### src/fpiq_pkg.sv
// Package for the front panel input qualifier.
// Holds the request and result structs, register state, register indexes and reset values.
// No dependencies.
`default_nettype none

package fpiq_pkg;

  localparam int STEP_KEYS  = 12;
  localparam int KEY_NUM_W  = 4;
  localparam int CFG_IDX_W  = 3;
  localparam int CFG_DATA_W = 16;

  typedef enum logic [CFG_IDX_W-1:0] {
    CFG_DIRECT_DEBOUNCE = 3'd0,
    CFG_MATRIX_DEBOUNCE = 3'd1,
    CFG_LONG_PRESS      = 3'd2,
    CFG_ARM_RELEASE     = 3'd3,
    CFG_STARTUP_QUIET   = 3'd4,
    CFG_BUTTON_POLL     = 3'd5,
    CFG_MATRIX_SCAN     = 3'd6
  } cfg_idx_t;

  localparam logic [7:0]  DIRECT_DEBOUNCE_RST = 8'd15;
  localparam logic [7:0]  MATRIX_DEBOUNCE_RST = 8'd12;
  localparam logic [15:0] LONG_PRESS_RST      = 16'd350;
  localparam logic [9:0]  ARM_RELEASE_RST     = 10'd60;
  localparam logic [9:0]  STARTUP_QUIET_RST   = 10'd120;
  localparam logic [7:0]  BUTTON_POLL_RST     = 8'd4;
  localparam logic [7:0]  MATRIX_SCAN_RST     = 8'd10;

  localparam logic signed [15:0] STEP_CLAMP = 16'sd127;

  typedef struct packed {
    logic [31:0]          now_ms;
    logic [15:0]          enc_count;
    logic                 enc_button_level;
    logic [2:0]           panel_buttons_n;
    logic [STEP_KEYS-1:0] key_matrix;
  } in_t;

  typedef struct packed {
    logic signed [7:0]    encoder_steps;
    logic                 enc_press;
    logic                 enc_short;
    logic                 enc_long;
    logic                 play_event;
    logic                 shift_play_event;
    logic                 rec_event;
    logic                 shift_rec_event;
    logic                 shift_tap;
    logic [KEY_NUM_W-1:0] step_key;
    logic [KEY_NUM_W-1:0] shift_step_key;
    logic                 shift_level;
  } out_t;

  typedef struct packed {
    logic [7:0]  btn_settle_ms;
    logic [7:0]  key_settle_ms;
    logic [15:0] long_press_ms;
    logic [9:0]  arm_release_ms;
    logic [9:0]  startup_quiet_ms;
    logic [7:0]  button_poll_ms;
    logic [7:0]  matrix_scan_ms;
  } cfg_t;

  typedef struct packed {
    logic                 started;
    logic [15:0]          last_count;
    logic                 enc_prev_level;
    logic                 enc_is_down;
    logic                 long_fired;
    logic [31:0]          enc_down_time;
    logic [31:0]          last_button_poll;
    logic [31:0]          last_key_scan;
    logic [31:0]          quiet_until;
    logic [2:0]           button_candidate;
    logic [31:0]          button_candidate_time;
    logic [2:0]           button_stable;
    logic [2:0]           button_stable_prev;
    logic                 armed;
    logic [31:0]          released_since;
    logic                 shift_down;
    logic                 shift_used;
    logic [STEP_KEYS-1:0] key_candidate;
    logic [31:0]          key_candidate_time;
    logic [STEP_KEYS-1:0] key_stable;
  } st_t;

endpackage

`default_nettype wire

### src/front_panel_input_qualifier.sv
// Top level of the front panel input qualifier: request, result and register ports.
// Instantiates fpiq_eval and holds panel state and settings. Depends on fpiq_pkg.
`default_nettype none

// Each request is one poll of the panel (time stamp, encoder counter, encoder
// button, play/rec/shift buttons, step key mask) and yields exactly one result.
// A request is taken every cycle unless a stalled result register holds the
// flow; it waits in the input register while the single-pass evaluation
// updates the panel state, and its result is then loaded into the result
// register, where it is held until taken. The first poll after reset only
// captures the initial levels and returns an all-zero result. Registers are
// written through cfg_wdata (low bits used), cfg_we and cfg_idx; the user must
// write them only while no poll is in flight, which the block does not enforce.
// Indexes beyond the last register are dropped.
module front_panel_input_qualifier
  import fpiq_pkg::*;
(
  input  wire                  clk,
  input  wire                  rst_n,
  input  wire                  in_valid,
  output logic                 in_ready,
  input  wire in_t             in_data,
  output logic                 out_valid,
  input  wire                  out_ready,
  output out_t                 out_data,
  input  wire                  cfg_we,
  input  wire [CFG_IDX_W-1:0]  cfg_idx,
  input  wire [CFG_DATA_W-1:0] cfg_wdata
);

  logic s1_vld_r;
  in_t  s1_data_r;
  logic out_vld_r;
  out_t out_data_r;
  st_t  st_r;
  st_t  st_nxt;
  st_t  st_rst;
  out_t res;
  cfg_t cfg_r;
  logic adv_out;
  logic fire;

  assign adv_out   = !out_vld_r || out_ready;
  assign fire      = s1_vld_r && adv_out;
  assign in_ready  = !s1_vld_r || adv_out;
  assign out_valid = out_vld_r;
  assign out_data  = out_data_r;

  always_comb begin
    st_rst                = '0;
    st_rst.enc_prev_level = 1'b1;
  end

  fpiq_eval u_eval (
    .item   (s1_data_r),
    .st     (st_r),
    .cfg    (cfg_r),
    .st_nxt (st_nxt),
    .res    (res)
  );

  always_ff @(posedge clk) begin
    if (!rst_n) begin
      s1_vld_r  <= 1'b0;
      out_vld_r <= 1'b0;
    end else begin
      if (in_ready) s1_vld_r <= in_valid;
      if (adv_out) out_vld_r <= s1_vld_r;
    end
  end

  always_ff @(posedge clk) begin
    if (in_valid && in_ready) s1_data_r <= in_data;
    if (fire) out_data_r <= res;
  end

  always_ff @(posedge clk) begin
    if (!rst_n) begin
      st_r <= st_rst;
    end else if (fire) begin
      st_r <= st_nxt;
    end
  end

  always_ff @(posedge clk) begin
    if (!rst_n) begin
      cfg_r.btn_settle_ms    <= DIRECT_DEBOUNCE_RST;
      cfg_r.key_settle_ms    <= MATRIX_DEBOUNCE_RST;
      cfg_r.long_press_ms    <= LONG_PRESS_RST;
      cfg_r.arm_release_ms   <= ARM_RELEASE_RST;
      cfg_r.startup_quiet_ms <= STARTUP_QUIET_RST;
      cfg_r.button_poll_ms   <= BUTTON_POLL_RST;
      cfg_r.matrix_scan_ms   <= MATRIX_SCAN_RST;
    end else if (cfg_we) begin
      case (cfg_idx)
        CFG_DIRECT_DEBOUNCE: cfg_r.btn_settle_ms    <= cfg_wdata[7:0];
        CFG_MATRIX_DEBOUNCE: cfg_r.key_settle_ms    <= cfg_wdata[7:0];
        CFG_LONG_PRESS:      cfg_r.long_press_ms    <= cfg_wdata[15:0];
        CFG_ARM_RELEASE:     cfg_r.arm_release_ms   <= cfg_wdata[9:0];
        CFG_STARTUP_QUIET:   cfg_r.startup_quiet_ms <= cfg_wdata[9:0];
        CFG_BUTTON_POLL:     cfg_r.button_poll_ms   <= cfg_wdata[7:0];
        CFG_MATRIX_SCAN:     cfg_r.matrix_scan_ms   <= cfg_wdata[7:0];
        default: ;
      endcase
    end
  end

  a_first_zero: assert property (@(posedge clk) disable iff (!rst_n)
    (fire && !st_r.started) |=> (out_data == '0))
    else $error("first poll result not all zero");

  a_fire_out: assert property (@(posedge clk) disable iff (!rst_n)
    fire |=> out_valid)
    else $error("evaluated request did not reach the result register");

  a_enc_events: assert property (@(posedge clk) disable iff (!rst_n)
    out_valid |-> $onehot0({out_data.enc_press, out_data.enc_short, out_data.enc_long}))
    else $error("conflicting encoder button events");

  a_key_route: assert property (@(posedge clk) disable iff (!rst_n)
    out_valid |-> (out_data.step_key == '0 || out_data.shift_step_key == '0))
    else $error("step key reported on both routes");

  a_shift_route: assert property (@(posedge clk) disable iff (!rst_n)
    (out_valid && (out_data.shift_step_key != '0 || out_data.shift_play_event ||
                   out_data.shift_rec_event)) |-> out_data.shift_level)
    else $error("shifted event without shift level");

  a_step_range: assert property (@(posedge clk) disable iff (!rst_n)
    out_valid |-> (out_data.encoder_steps != -8'sd128))
    else $error("encoder steps outside clamp");

endmodule

`default_nettype wire

### src/fpiq_eval.sv
// Single-pass evaluation of one poll request against the panel state.
// Produces the next state and the result fields. Depends on fpiq_pkg.
`default_nettype none

module fpiq_eval
  import fpiq_pkg::*;
(
  input  wire in_t  item,
  input  wire st_t  st,
  input  wire cfg_t cfg,
  output st_t       st_nxt,
  output out_t      res
);

  logic [31:0]          now;
  logic [2:0]           btn;
  logic [STEP_KEYS-1:0] keys;
  logic                 lvl;
  logic [15:0]          diff;
  logic signed [15:0]   sdiff;
  logic signed [7:0]    step8;
  logic                 poll_due;
  logic                 scan_due;
  logic                 quiet;
  logic                 was_shift;
  logic                 now_shift;
  logic [2:0]           falling;
  logic [STEP_KEYS-1:0] rising;
  logic [KEY_NUM_W-1:0] key_num;

  assign now  = item.now_ms;
  assign btn  = ~item.panel_buttons_n;
  assign keys = item.key_matrix;
  assign lvl  = item.enc_button_level;
  assign diff = item.enc_count - st.last_count;
  assign sdiff = signed'(diff);
  assign rising = st.key_candidate & ~st.key_stable;

  always_comb begin
    if (sdiff > STEP_CLAMP) begin
      step8 = 8'sd127;
    end else if (sdiff < -STEP_CLAMP) begin
      step8 = -8'sd127;
    end else begin
      step8 = sdiff[7:0];
    end
  end

  always_comb begin
    key_num = '0;
    for (int i = 0; i < STEP_KEYS; i++) begin
      if (rising[i]) key_num = KEY_NUM_W'(i + 1);
    end
  end

  assign poll_due = (now - st.last_button_poll) >= {24'd0, cfg.button_poll_ms};
  assign scan_due = (now - st.last_key_scan) >= {24'd0, cfg.matrix_scan_ms};
  assign quiet    = (now - st.quiet_until) >> 31 != 32'd0;

  always_comb begin
    st_nxt    = st;
    res       = '0;
    was_shift = st.button_stable_prev[2];
    now_shift = 1'b0;
    falling   = '0;

    if (!st.started) begin
      st_nxt.started               = 1'b1;
      st_nxt.last_count            = item.enc_count;
      st_nxt.enc_prev_level        = lvl;
      st_nxt.enc_is_down           = 1'b0;
      st_nxt.long_fired            = 1'b0;
      st_nxt.enc_down_time         = now;
      st_nxt.quiet_until           = now + {22'd0, cfg.startup_quiet_ms};
      st_nxt.button_candidate      = btn;
      st_nxt.button_stable         = btn;
      st_nxt.button_stable_prev    = btn;
      st_nxt.button_candidate_time = now;
      st_nxt.last_button_poll      = now;
      st_nxt.last_key_scan         = now;
      st_nxt.key_candidate         = '0;
      st_nxt.key_stable            = '0;
      st_nxt.key_candidate_time    = now;
      st_nxt.armed                 = 1'b0;
      st_nxt.released_since        = now;
      st_nxt.shift_down            = 1'b0;
      st_nxt.shift_used            = 1'b0;
    end else begin
      if (diff != 16'd0) begin
        res.encoder_steps = step8;
        st_nxt.last_count = st.last_count + {{8{step8[7]}}, step8};
        if (st.shift_down) st_nxt.shift_used = 1'b1;
      end

      if (st.enc_prev_level && !lvl) begin
        res.enc_press        = 1'b1;
        st_nxt.enc_is_down   = 1'b1;
        st_nxt.long_fired    = 1'b0;
        st_nxt.enc_down_time = now;
        if (st.shift_down) st_nxt.shift_used = 1'b1;
      end else if (!st.enc_prev_level && !lvl) begin
        if (st.enc_is_down && !st.long_fired &&
            (now - st.enc_down_time) >= {16'd0, cfg.long_press_ms}) begin
          res.enc_long      = 1'b1;
          st_nxt.long_fired = 1'b1;
        end
      end else if (!st.enc_prev_level && lvl) begin
        if (st.enc_is_down && !st.long_fired) res.enc_short = 1'b1;
        st_nxt.enc_is_down = 1'b0;
        st_nxt.long_fired  = 1'b0;
      end
      st_nxt.enc_prev_level = lvl;

      if (poll_due) begin
        st_nxt.last_button_poll = now;
        if (btn != st.button_candidate) begin
          st_nxt.button_candidate      = btn;
          st_nxt.button_candidate_time = now;
        end else if ((now - st.button_candidate_time) >= {24'd0, cfg.btn_settle_ms}) begin
          st_nxt.button_stable = st.button_candidate;
        end
        falling   = st_nxt.button_stable & ~st.button_stable_prev;
        now_shift = st_nxt.button_stable[2];
        if (!was_shift && now_shift) st_nxt.shift_used = 1'b0;
        if (was_shift && !now_shift && !st_nxt.shift_used) res.shift_tap = 1'b1;
        st_nxt.button_stable_prev = st_nxt.button_stable;
        if (!st.armed) begin
          if (st_nxt.button_stable == 3'd0) begin
            if ((now - st.released_since) >= {22'd0, cfg.arm_release_ms}) begin
              st_nxt.armed = 1'b1;
            end
          end else begin
            st_nxt.released_since = now;
          end
        end
        st_nxt.shift_down = now_shift;
        if (st_nxt.armed && !quiet && falling[0]) begin
          if (now_shift) begin
            res.shift_play_event = 1'b1;
            st_nxt.shift_used    = 1'b1;
          end else begin
            res.play_event = 1'b1;
          end
        end
        if (st_nxt.armed && !quiet && falling[1]) begin
          if (now_shift) begin
            res.shift_rec_event = 1'b1;
            st_nxt.shift_used   = 1'b1;
          end else begin
            res.rec_event = 1'b1;
          end
        end

        if (scan_due) begin
          st_nxt.last_key_scan = now;
          if (keys != st.key_candidate) begin
            st_nxt.key_candidate      = keys;
            st_nxt.key_candidate_time = now;
          end else if ((now - st.key_candidate_time) >= {24'd0, cfg.key_settle_ms}) begin
            st_nxt.key_stable = st.key_candidate;
            if (st_nxt.armed && !quiet && rising != '0) begin
              if (now_shift) begin
                res.shift_step_key = key_num;
                st_nxt.shift_used  = 1'b1;
              end else begin
                res.step_key = key_num;
              end
            end
          end
        end
      end
      res.shift_level = st_nxt.shift_down;
    end
  end

endmodule

`default_nettype wire

### config.mk
export PLATFORM = sky130hd
export DESIGN_NAME = front_panel_input_qualifier
export DESIGN_NICKNAME = d
export VERILOG_FILES = /design/src/fpiq_pkg.sv /design/src/front_panel_input_qualifier.sv /design/src/fpiq_eval.sv
export SDC_FILE = /design/constraint.sdc
export NUM_CORES = 1
export LEC_CHECK = 0
export ABC_AREA = 1
export BUFFER_PORTS_ARGS = -buffer_cell sky130_fd_sc_hd__clkbuf_2
export CORE_MARGIN = 2
export CORE_UTILIZATION = 25
export DETAILED_ROUTE_END_ITERATION = 8
export PLACE_DENSITY = 0.45
export REMOVE_ABC_BUFFERS = 1
export SKIP_CTS_REPAIR_TIMING = 1
export SYNTH_ARGS = -nofsm -noshare
export SYNTH_HDL_FRONTEND = slang
export SYNTH_SLANG_ARGS = --single-unit
### constraint.sdc
create_clock -name clk -period 4.8 [get_ports clk]
set_input_delay 0.24 -clock clk [delete_from_list [all_inputs] [get_ports clk]]
set_output_delay 0.24 -clock clk [all_outputs]
set_load 0.05 [all_outputs]
==> results of run 1 <==
## worst max-delay path: cells and delay by family, from the launching register on
kind / cells / cell delay [ns]
adder cells (fa/ha/maj): 4 / 1.09
buffers and inverters: 4 / 0.38
flip-flops: 1 / 0.37
AND/OR/NAND/NOR: 17 / 1.60
XOR/XNOR: 1 / 0.15
AO/OA/AOI/OAI: 9 / 1.43
## stage by stage
stage | power [mW] | util, % | setup TNS, ns | instance area (µm²) | hold slack, ns
4_1_cts | 13.3 | 29.9 | -22.89 | 40000 | -0.302
5_1_grt | 14.3 | 31.1 | -3.01 | 41500 | 0.0546
3_5_place_dp | 8.53 | 28.4 | -14.09 | 37900 | 0.419
3_3_place_gp | 8.53 | 28.4 | -14.39 | 37900 | 0.417
6_report | 13.4 | 31.1 | -0.489 | 41500 | 0.0359
2_1_floorplan | 7.04 | - | -19.57 | 33000 | 0.324
## power by group
part | internal, mW | switching, mW | total [mW]
sequential | 3.98 | 0.136 | 4.12
combinational | 1.76 | 2.85 | 4.61
clock | 2.77 | 1.92 | 4.70
## area by class of cell
cell class	instances	area share, %
clock buffers	70	3.88
repair buffers	450	8.81
inverters	799	7.25
flip-flops and latches	436	23.2
well taps	1768	5.33
multi-input cells	3667	50.5
diodes	1	0.00603
clock inverters	41	1.05
## metal layers
layer / up-vias / GRT usage, % / part of all wire (%)
met5: - / 0 / 0
met4: 0 / 4.15 / 2.2
met3: 131 / 1.88 / 4.0
met2: 722 / 30.8 / 46
met1: 15900 / 25.0 / 48
li1: 17400 / - / -
## final timing paths
path                                     from         to
worst min-delay path               cfg_idx[1]  cfg_r[10]
worst min register to register      st_r[184]  st_r[184]
worst max-delay path            s1_data_r[16]  st_r[275]
worst max register to register  s1_data_r[16]  st_r[275]
## kinds of logic (layout without fill, tap and decap cells)
family	after synthesis	in the layout	synth area share [%]
flops	436	436	28.5
buf+inv	956	1360	10.9
xor+xnor	160	160	4.16
simple gates	2018	2018	25.3
fa+ha+maj	323	323	12.2
compound gates	1166	1166	18.9
other cells	0	1	0
## registers in the layout (all words and copies together), names as in the netlist
name and cells:
s1_vld_r 1, out_valid 1, cfg_r 68, s1_data_r 64, st_r 277, out_data 25
## cell usage in the layout (no fill, tap or decap), types with 45 or more instances in the layout
cell type / n
a21oi_1: 521
buf_4: 230
clkbuf_16: 60
clkbuf_2: 113
dfxtp_1: 346
dlygate4sd3_1: 76
edfxtp_1: 89
ha_1: 300
inv_1: 782
nand2_1: 1043
nand3_1: 226
nand4_1: 109
nor2_1: 444
nor3_1: 59
o21ai_0: 401
xnor2_1: 45
xor2_1: 109
==> metrics.md, run 1 <==
| Metric | Value |
|---|---|
| Hold Vio Cnt, Final | 0 |
| Sink count of the clock tree | 436 |
| Slew HR | 35.0% |
| Synthesized area | about 34000 µm² |
| Avg Cell Area, Syn | around 6.7 µm² |
| DRC viols | 0 |
| Kind of critical path | reg2reg |
| Most frequent cells after synthesis | 1057 x nand2_1, 790 x inv_1, 543 x a21oi_1 |
| Clock Skew | 0.0457 ns |
| Leak | 19.0 nW |
| WL/cell | 17.8 µm |
| Largest net degree at the start of global routing | 129 |
| CP most frequent cell | nand2_1 |
| Clk buf depth | 3 |
| Max Fclk | 196 MHz |
| Die X | 371 µm |
| Htree depth | 2 |
| DRT antenna net count | 0 |
| Placed Cells | roughly 7000 |
| Slowest stage delay, CP | a little over 0.4 ns |
| Pre-CTS WS | -0.570 ns |
| Critical path launch point type | flop |
| Nature of the critical path endpoint | flop |
| Mapped Cells | 5059 |
| Multi-input logic area | 20900 µm² |
| Async SR Flop Fraction | 0% |
| Number of antenna violations at the first check in global routing | 6 |
| Post-synth top flop | dfxtp_1 |
| Final Setup Violations | 3 |
| Yosys top cell area share | 20.6% |
| Die area | 138000 µm² |
| CP arrival | 5.69 ns |
| Max cap viols | 0 |
| CTS Buf Count | between 50 and 60 |
| Max IR drop VDD | between 0.0002 and 0.0003 V |
| Number of synthesized flops with an enable pin | 89 |
| CTS root buffer | clkbuf_16 |
| Main area contributors after synthesis | dfxtp_1 21%, nand2_1 12%, ha_1 12% |
| Global route total overflow | 0 |
| Unrepaired setup endpoints after global routing | yes |
| Clock slew at reported path FFs | 0.06 ns |
| Failing checks | setup timing |
| 1st-iter DRT viols | 2523 |
| Storage element area | approximately 9600 µm² |
| Wire length of the first global-routing pass | slightly below 200000 µm |
| Vias/cell | 4.72 |
| Routability congestion estimate | 0.939 |
| Final HPWL DP | around 99000 µm |
| Gr usage total | 18.3% |
| Hold Path Class | in2reg |
| Initial cell density of the core | between 20% and 30% |
| Layout net count | 5824 |
| Yosys top cell by area | dfxtp_1 |
| Die Y-Extent | around 370 µm |
| Synth cell types | 60 |
| Critical path's slowest cell | fa_2 |
| Final period util | 106% |
| Area grow syn2layout | 23.1% |
| Flop2flop setup slack | -0.29 ns |
| Top Ports | 115 |
| Slew @ Worst Pin | approximately 0.97 ns |
| Yosys reg bits | 436 |
| Filler cells | 14600 |
| Worst-path fanout max | 4 |
| Port Buf Inserts | between 100 and 150 |
| Final wirelength | approximately 130000 µm |
| Synth Warn # | 0 |
| Row count | about 130 |
| Register area share after synthesis | 28.5% |
| Hold depth | 5 |
| Final Max Slew Viols | 0 |
| PD cells | roughly 320 nW/µm² |
| Crit path required time | 5.40 ns |
| Core area | 134000 µm² |
| Worst skew pair latency | 0.68 ns |
| Layout cells sized above 1 | 11.9% |
| Outcome | finished with violations |
| Number of global-route vias before repair | 32200 |
| DRT Pass-1 Iters | 6 |
| Top-count cell post-synth | nand2_1 |
| Layout Cells excl Fill | 7232 |
| Final min period | 5.09 ns |
| CTS tree | yes |
| Final setup margin | -0.291 ns |
| Via count | 34200 |
| R2R depth | 35 |
No activity file was read; power rests on OpenSTA's default activity.
==> run 2, diff against run 1 <==
- CTS_BUF_LIST: not set -> sky130_fd_sc_hd__clkbuf_8
- TNS_END_PERCENT: not set -> 30
==> run 2 against run 1 <==
Net effect:
- the run still ends with setup timing left
- sequential share of layout area is essentially flat
- total power decreased by 2.1%
- global-route usage up 0.21 points
- first-iteration DRC count decreased by 1.2%
- die area did not move
- final area hardly changed
- setup slack improved by 0.0068 ns
==> metrics.md, run 2 (synthesis results as in run 1) <==
| Metric | Value |
|---|---|
| Hold Path Class | in2reg |
| Max cap viols | 0 (unchanged) |
| Layout net count | 5864 (+0.69%) |
| Port Buf Inserts | 114 (unchanged) |
| Top Ports | 115 (unchanged) |
| Worst skew pair latency | 0.82 ns (+0.14 ns) |
| Row count | 134 (unchanged) |
| CP arrival | 5.81 ns (+0.12 ns) |
| Filler cells | 14700 (+0.27%) |
| CTS root buffer | clkbuf_8 |
| Die area | 138000 µm² (unchanged) |
| Final setup margin | -0.285 ns (+0.00676 ns) |
| Reg-to-Reg End | st_r[275] |
| Hold Vio Cnt, Final | 0 (unchanged) |
| Slew @ Worst Pin | 0.965 ns (-0.00940 ns) |
| Initial cell density of the core | 25.2% (unchanged) |
| PD cells | 316 nW/µm² (-2.2%) |
| Routability congestion estimate | 0.939 (unchanged) |
| Critical path's slowest cell | fa_2 |
| CTS tree | yes |
| Die Y-Extent | 371 µm (unchanged) |
| Largest net degree at the start of global routing | 129 (unchanged) |
| WL/cell | 17.8 µm (-0.25%) |
| Htree depth | 3 (+1) |
| Core area | 134000 µm² (unchanged) |
| Layout Cells excl Fill | 7299 (+0.93%) |
| Global route total overflow | 0 (unchanged) |
| Top flop regs | st_r (277), cfg_r (68), s1_data_r (64) |
| Slowest stage delay, CP | 0.41 ns (about the same) |
| Critical path launch point type | flop |
| Flop2flop setup slack | -0.28 ns (about the same) |
| Leak | 19.2 nW (+0.82%) |
| CP top delay family | simple AND/OR/NAND/NOR gates |
| Max IR drop VDD | 0.000288 V (+1.6%) |
| Clk buf depth | 3 (unchanged) |
| Worst hold path startpoint | cfg_wdata[4] |
| Layout cells sized above 1 | 12.3% (+0.37 points) |
| Failing checks | setup timing |
| Clock slew at reported path FFs | 0.06 ns (about the same) |
| Setup TNS | -0.450 ns (+0.0385 ns) |
| Worst Path Buf+Inv | 4 (unchanged) |
| CTS Buf Count | 90 (+53%) |
| Crit path required time | 5.53 ns (+0.13 ns) |
| Worst-path fanout max | 4 (unchanged) |
| Slew HR | 35.6% (+0.63 points) |
| Number of antenna violations at the first check in global routing | 7 (+1) |
| Gr usage total | 18.5% (+0.21 points) |
| DRT antenna net count | 0 (unchanged) |
| Final HPWL DP | 99200 µm (unchanged) |
| Most common cell after layout, fill and taps aside | nand2_1 |
| Storage element area | 9620 µm² (unchanged) |
| Wire length of the first global-routing pass | 195000 µm (+0.71%) |
| Unrepaired setup endpoints after global routing | yes |
| Final period util | 106% (-0.14 points) |
| Max FFs per register | 277 (unchanged) |
| Commonest cells after routing, fill and taps aside | 1043 x nand2_1, 810 x inv_1, 521 x a21oi_1 |
| DRC viols | 0 (unchanged) |
| R2R depth | 35 (unchanged) |
| Sink count of the clock tree | 436 (unchanged) |
| Clock Skew | 0.0666 ns (+0.0208 ns) |
| Outcome | finished with violations |
| Number of global-route vias before repair | 32600 (+1.3%) |
| Area grow syn2layout | 23.1% (about the same) |
| 1st-iter DRT viols | 2493 (-1.2%) |
| Vias/cell | 4.72 (about the same) |
| Final min period | 5.08 ns (-0.00676 ns) |
| CP most frequent cell | nand2_1 |
| Kind of critical path | reg2reg |
| Die X | 371 µm (unchanged) |
| Final wirelength | 130000 µm (+0.68%) |
| Final Setup Violations | 2 (-1) |
| Max Fclk | 197 MHz (+0.13%) |
| Min-Delay Endpoint | cfg_r[20] |
| Nature of the critical path endpoint | flop |
| Biggest register | st_r |
| Final Max Slew Viols | 0 (unchanged) |
| Hold depth | 3 (-2) |
| Via count | 34400 (+0.83%) |
| Multi-input logic area | 21000 µm² (about the same) |
| Reg-to-reg startpoint | s1_data_r[16] |
| Placed Cells | 7012 (unchanged) |
| DRT Pass-1 Iters | 6 (unchanged) |
## run 2: routing by layer
metal | up-vias | track usage, % | wire length [µm]
li1 | 17500 | - | -
met1 | 16000 | 25.0 | 61900
met2 | 784 | 30.7 | 59300
met3 | 159 | 2.37 | 5460
met4 | 0 | 4.98 | 3310
met5 | - | 0 | 0
## run 2: layout make-up
| cell class | instances | area share, % |
|---|---|---|
| clock inverter | 47 | 0.811 |
| sequential | 436 | 23.2 |
| inverter | 799 | 7.24 |
| timing repair buffer | 459 | 9.02 |
| tap | 1768 | 5.33 |
| clock buffer | 119 | 3.94 |
| antenna | 4 | 0.0241 |
| multi-input combinational | 3667 | 50.5 |
## run 2: power breakdown
group / internal [mW] / switching [mW]
Combinational: 1.77 / 2.84
Sequential: 3.98 / 0.138
Clock: 2.44 / 1.97
Total: 8.19 / 4.95
## run 2: worst reg2reg max path: cells and delay by family, from the launching register on
family	cells	cell delay, ns
compound gates	9	1.43
buf+inv	4	0.38
fa+ha+maj	4	1.08
flops	1	0.37
simple gates	17	1.59
xor+xnor	1	0.16
## run 2: worst max path at each step
stage | startpoint | to | slack, ns | cells after the start
after global placement | s1_data_r[16] | st_r[275] | -0.63 | 35
final | s1_data_r[16] | st_r[275] | -0.28 | 35
after global routing | s1_data_r[20] | st_r[275] | -0.66 | 33
after detailed placement | s1_data_r[16] | st_r[275] | -0.57 | 35
after floorplan | s1_data_r[16] | st_r[275] | -0.67 | 34
after CTS | s1_data_r[16] | st_r[275] | -0.61 | 35
## run 2: metrics by stage
| step | util, % | total power [mW] | instance area, µm² | hold slack (ns) | setup slack (ns) |
|---|---|---|---|---|---|
| global placement | 28.4 | 8.53 | 37900 | 0.417 | -0.627 |
| global route | 31.1 | 14.0 | 41500 | -0.000352 | -0.658 |
| floorplan | - | 7.04 | 33000 | 0.324 | -0.666 |
| CTS | 29.9 | 13.0 | 39900 | -0.486 | -0.611 |
| finish | 31.1 | 13.1 | 41500 | 0.0201 | -0.285 |
| detailed placement | 28.4 | 8.53 | 37900 | 0.419 | -0.570 |
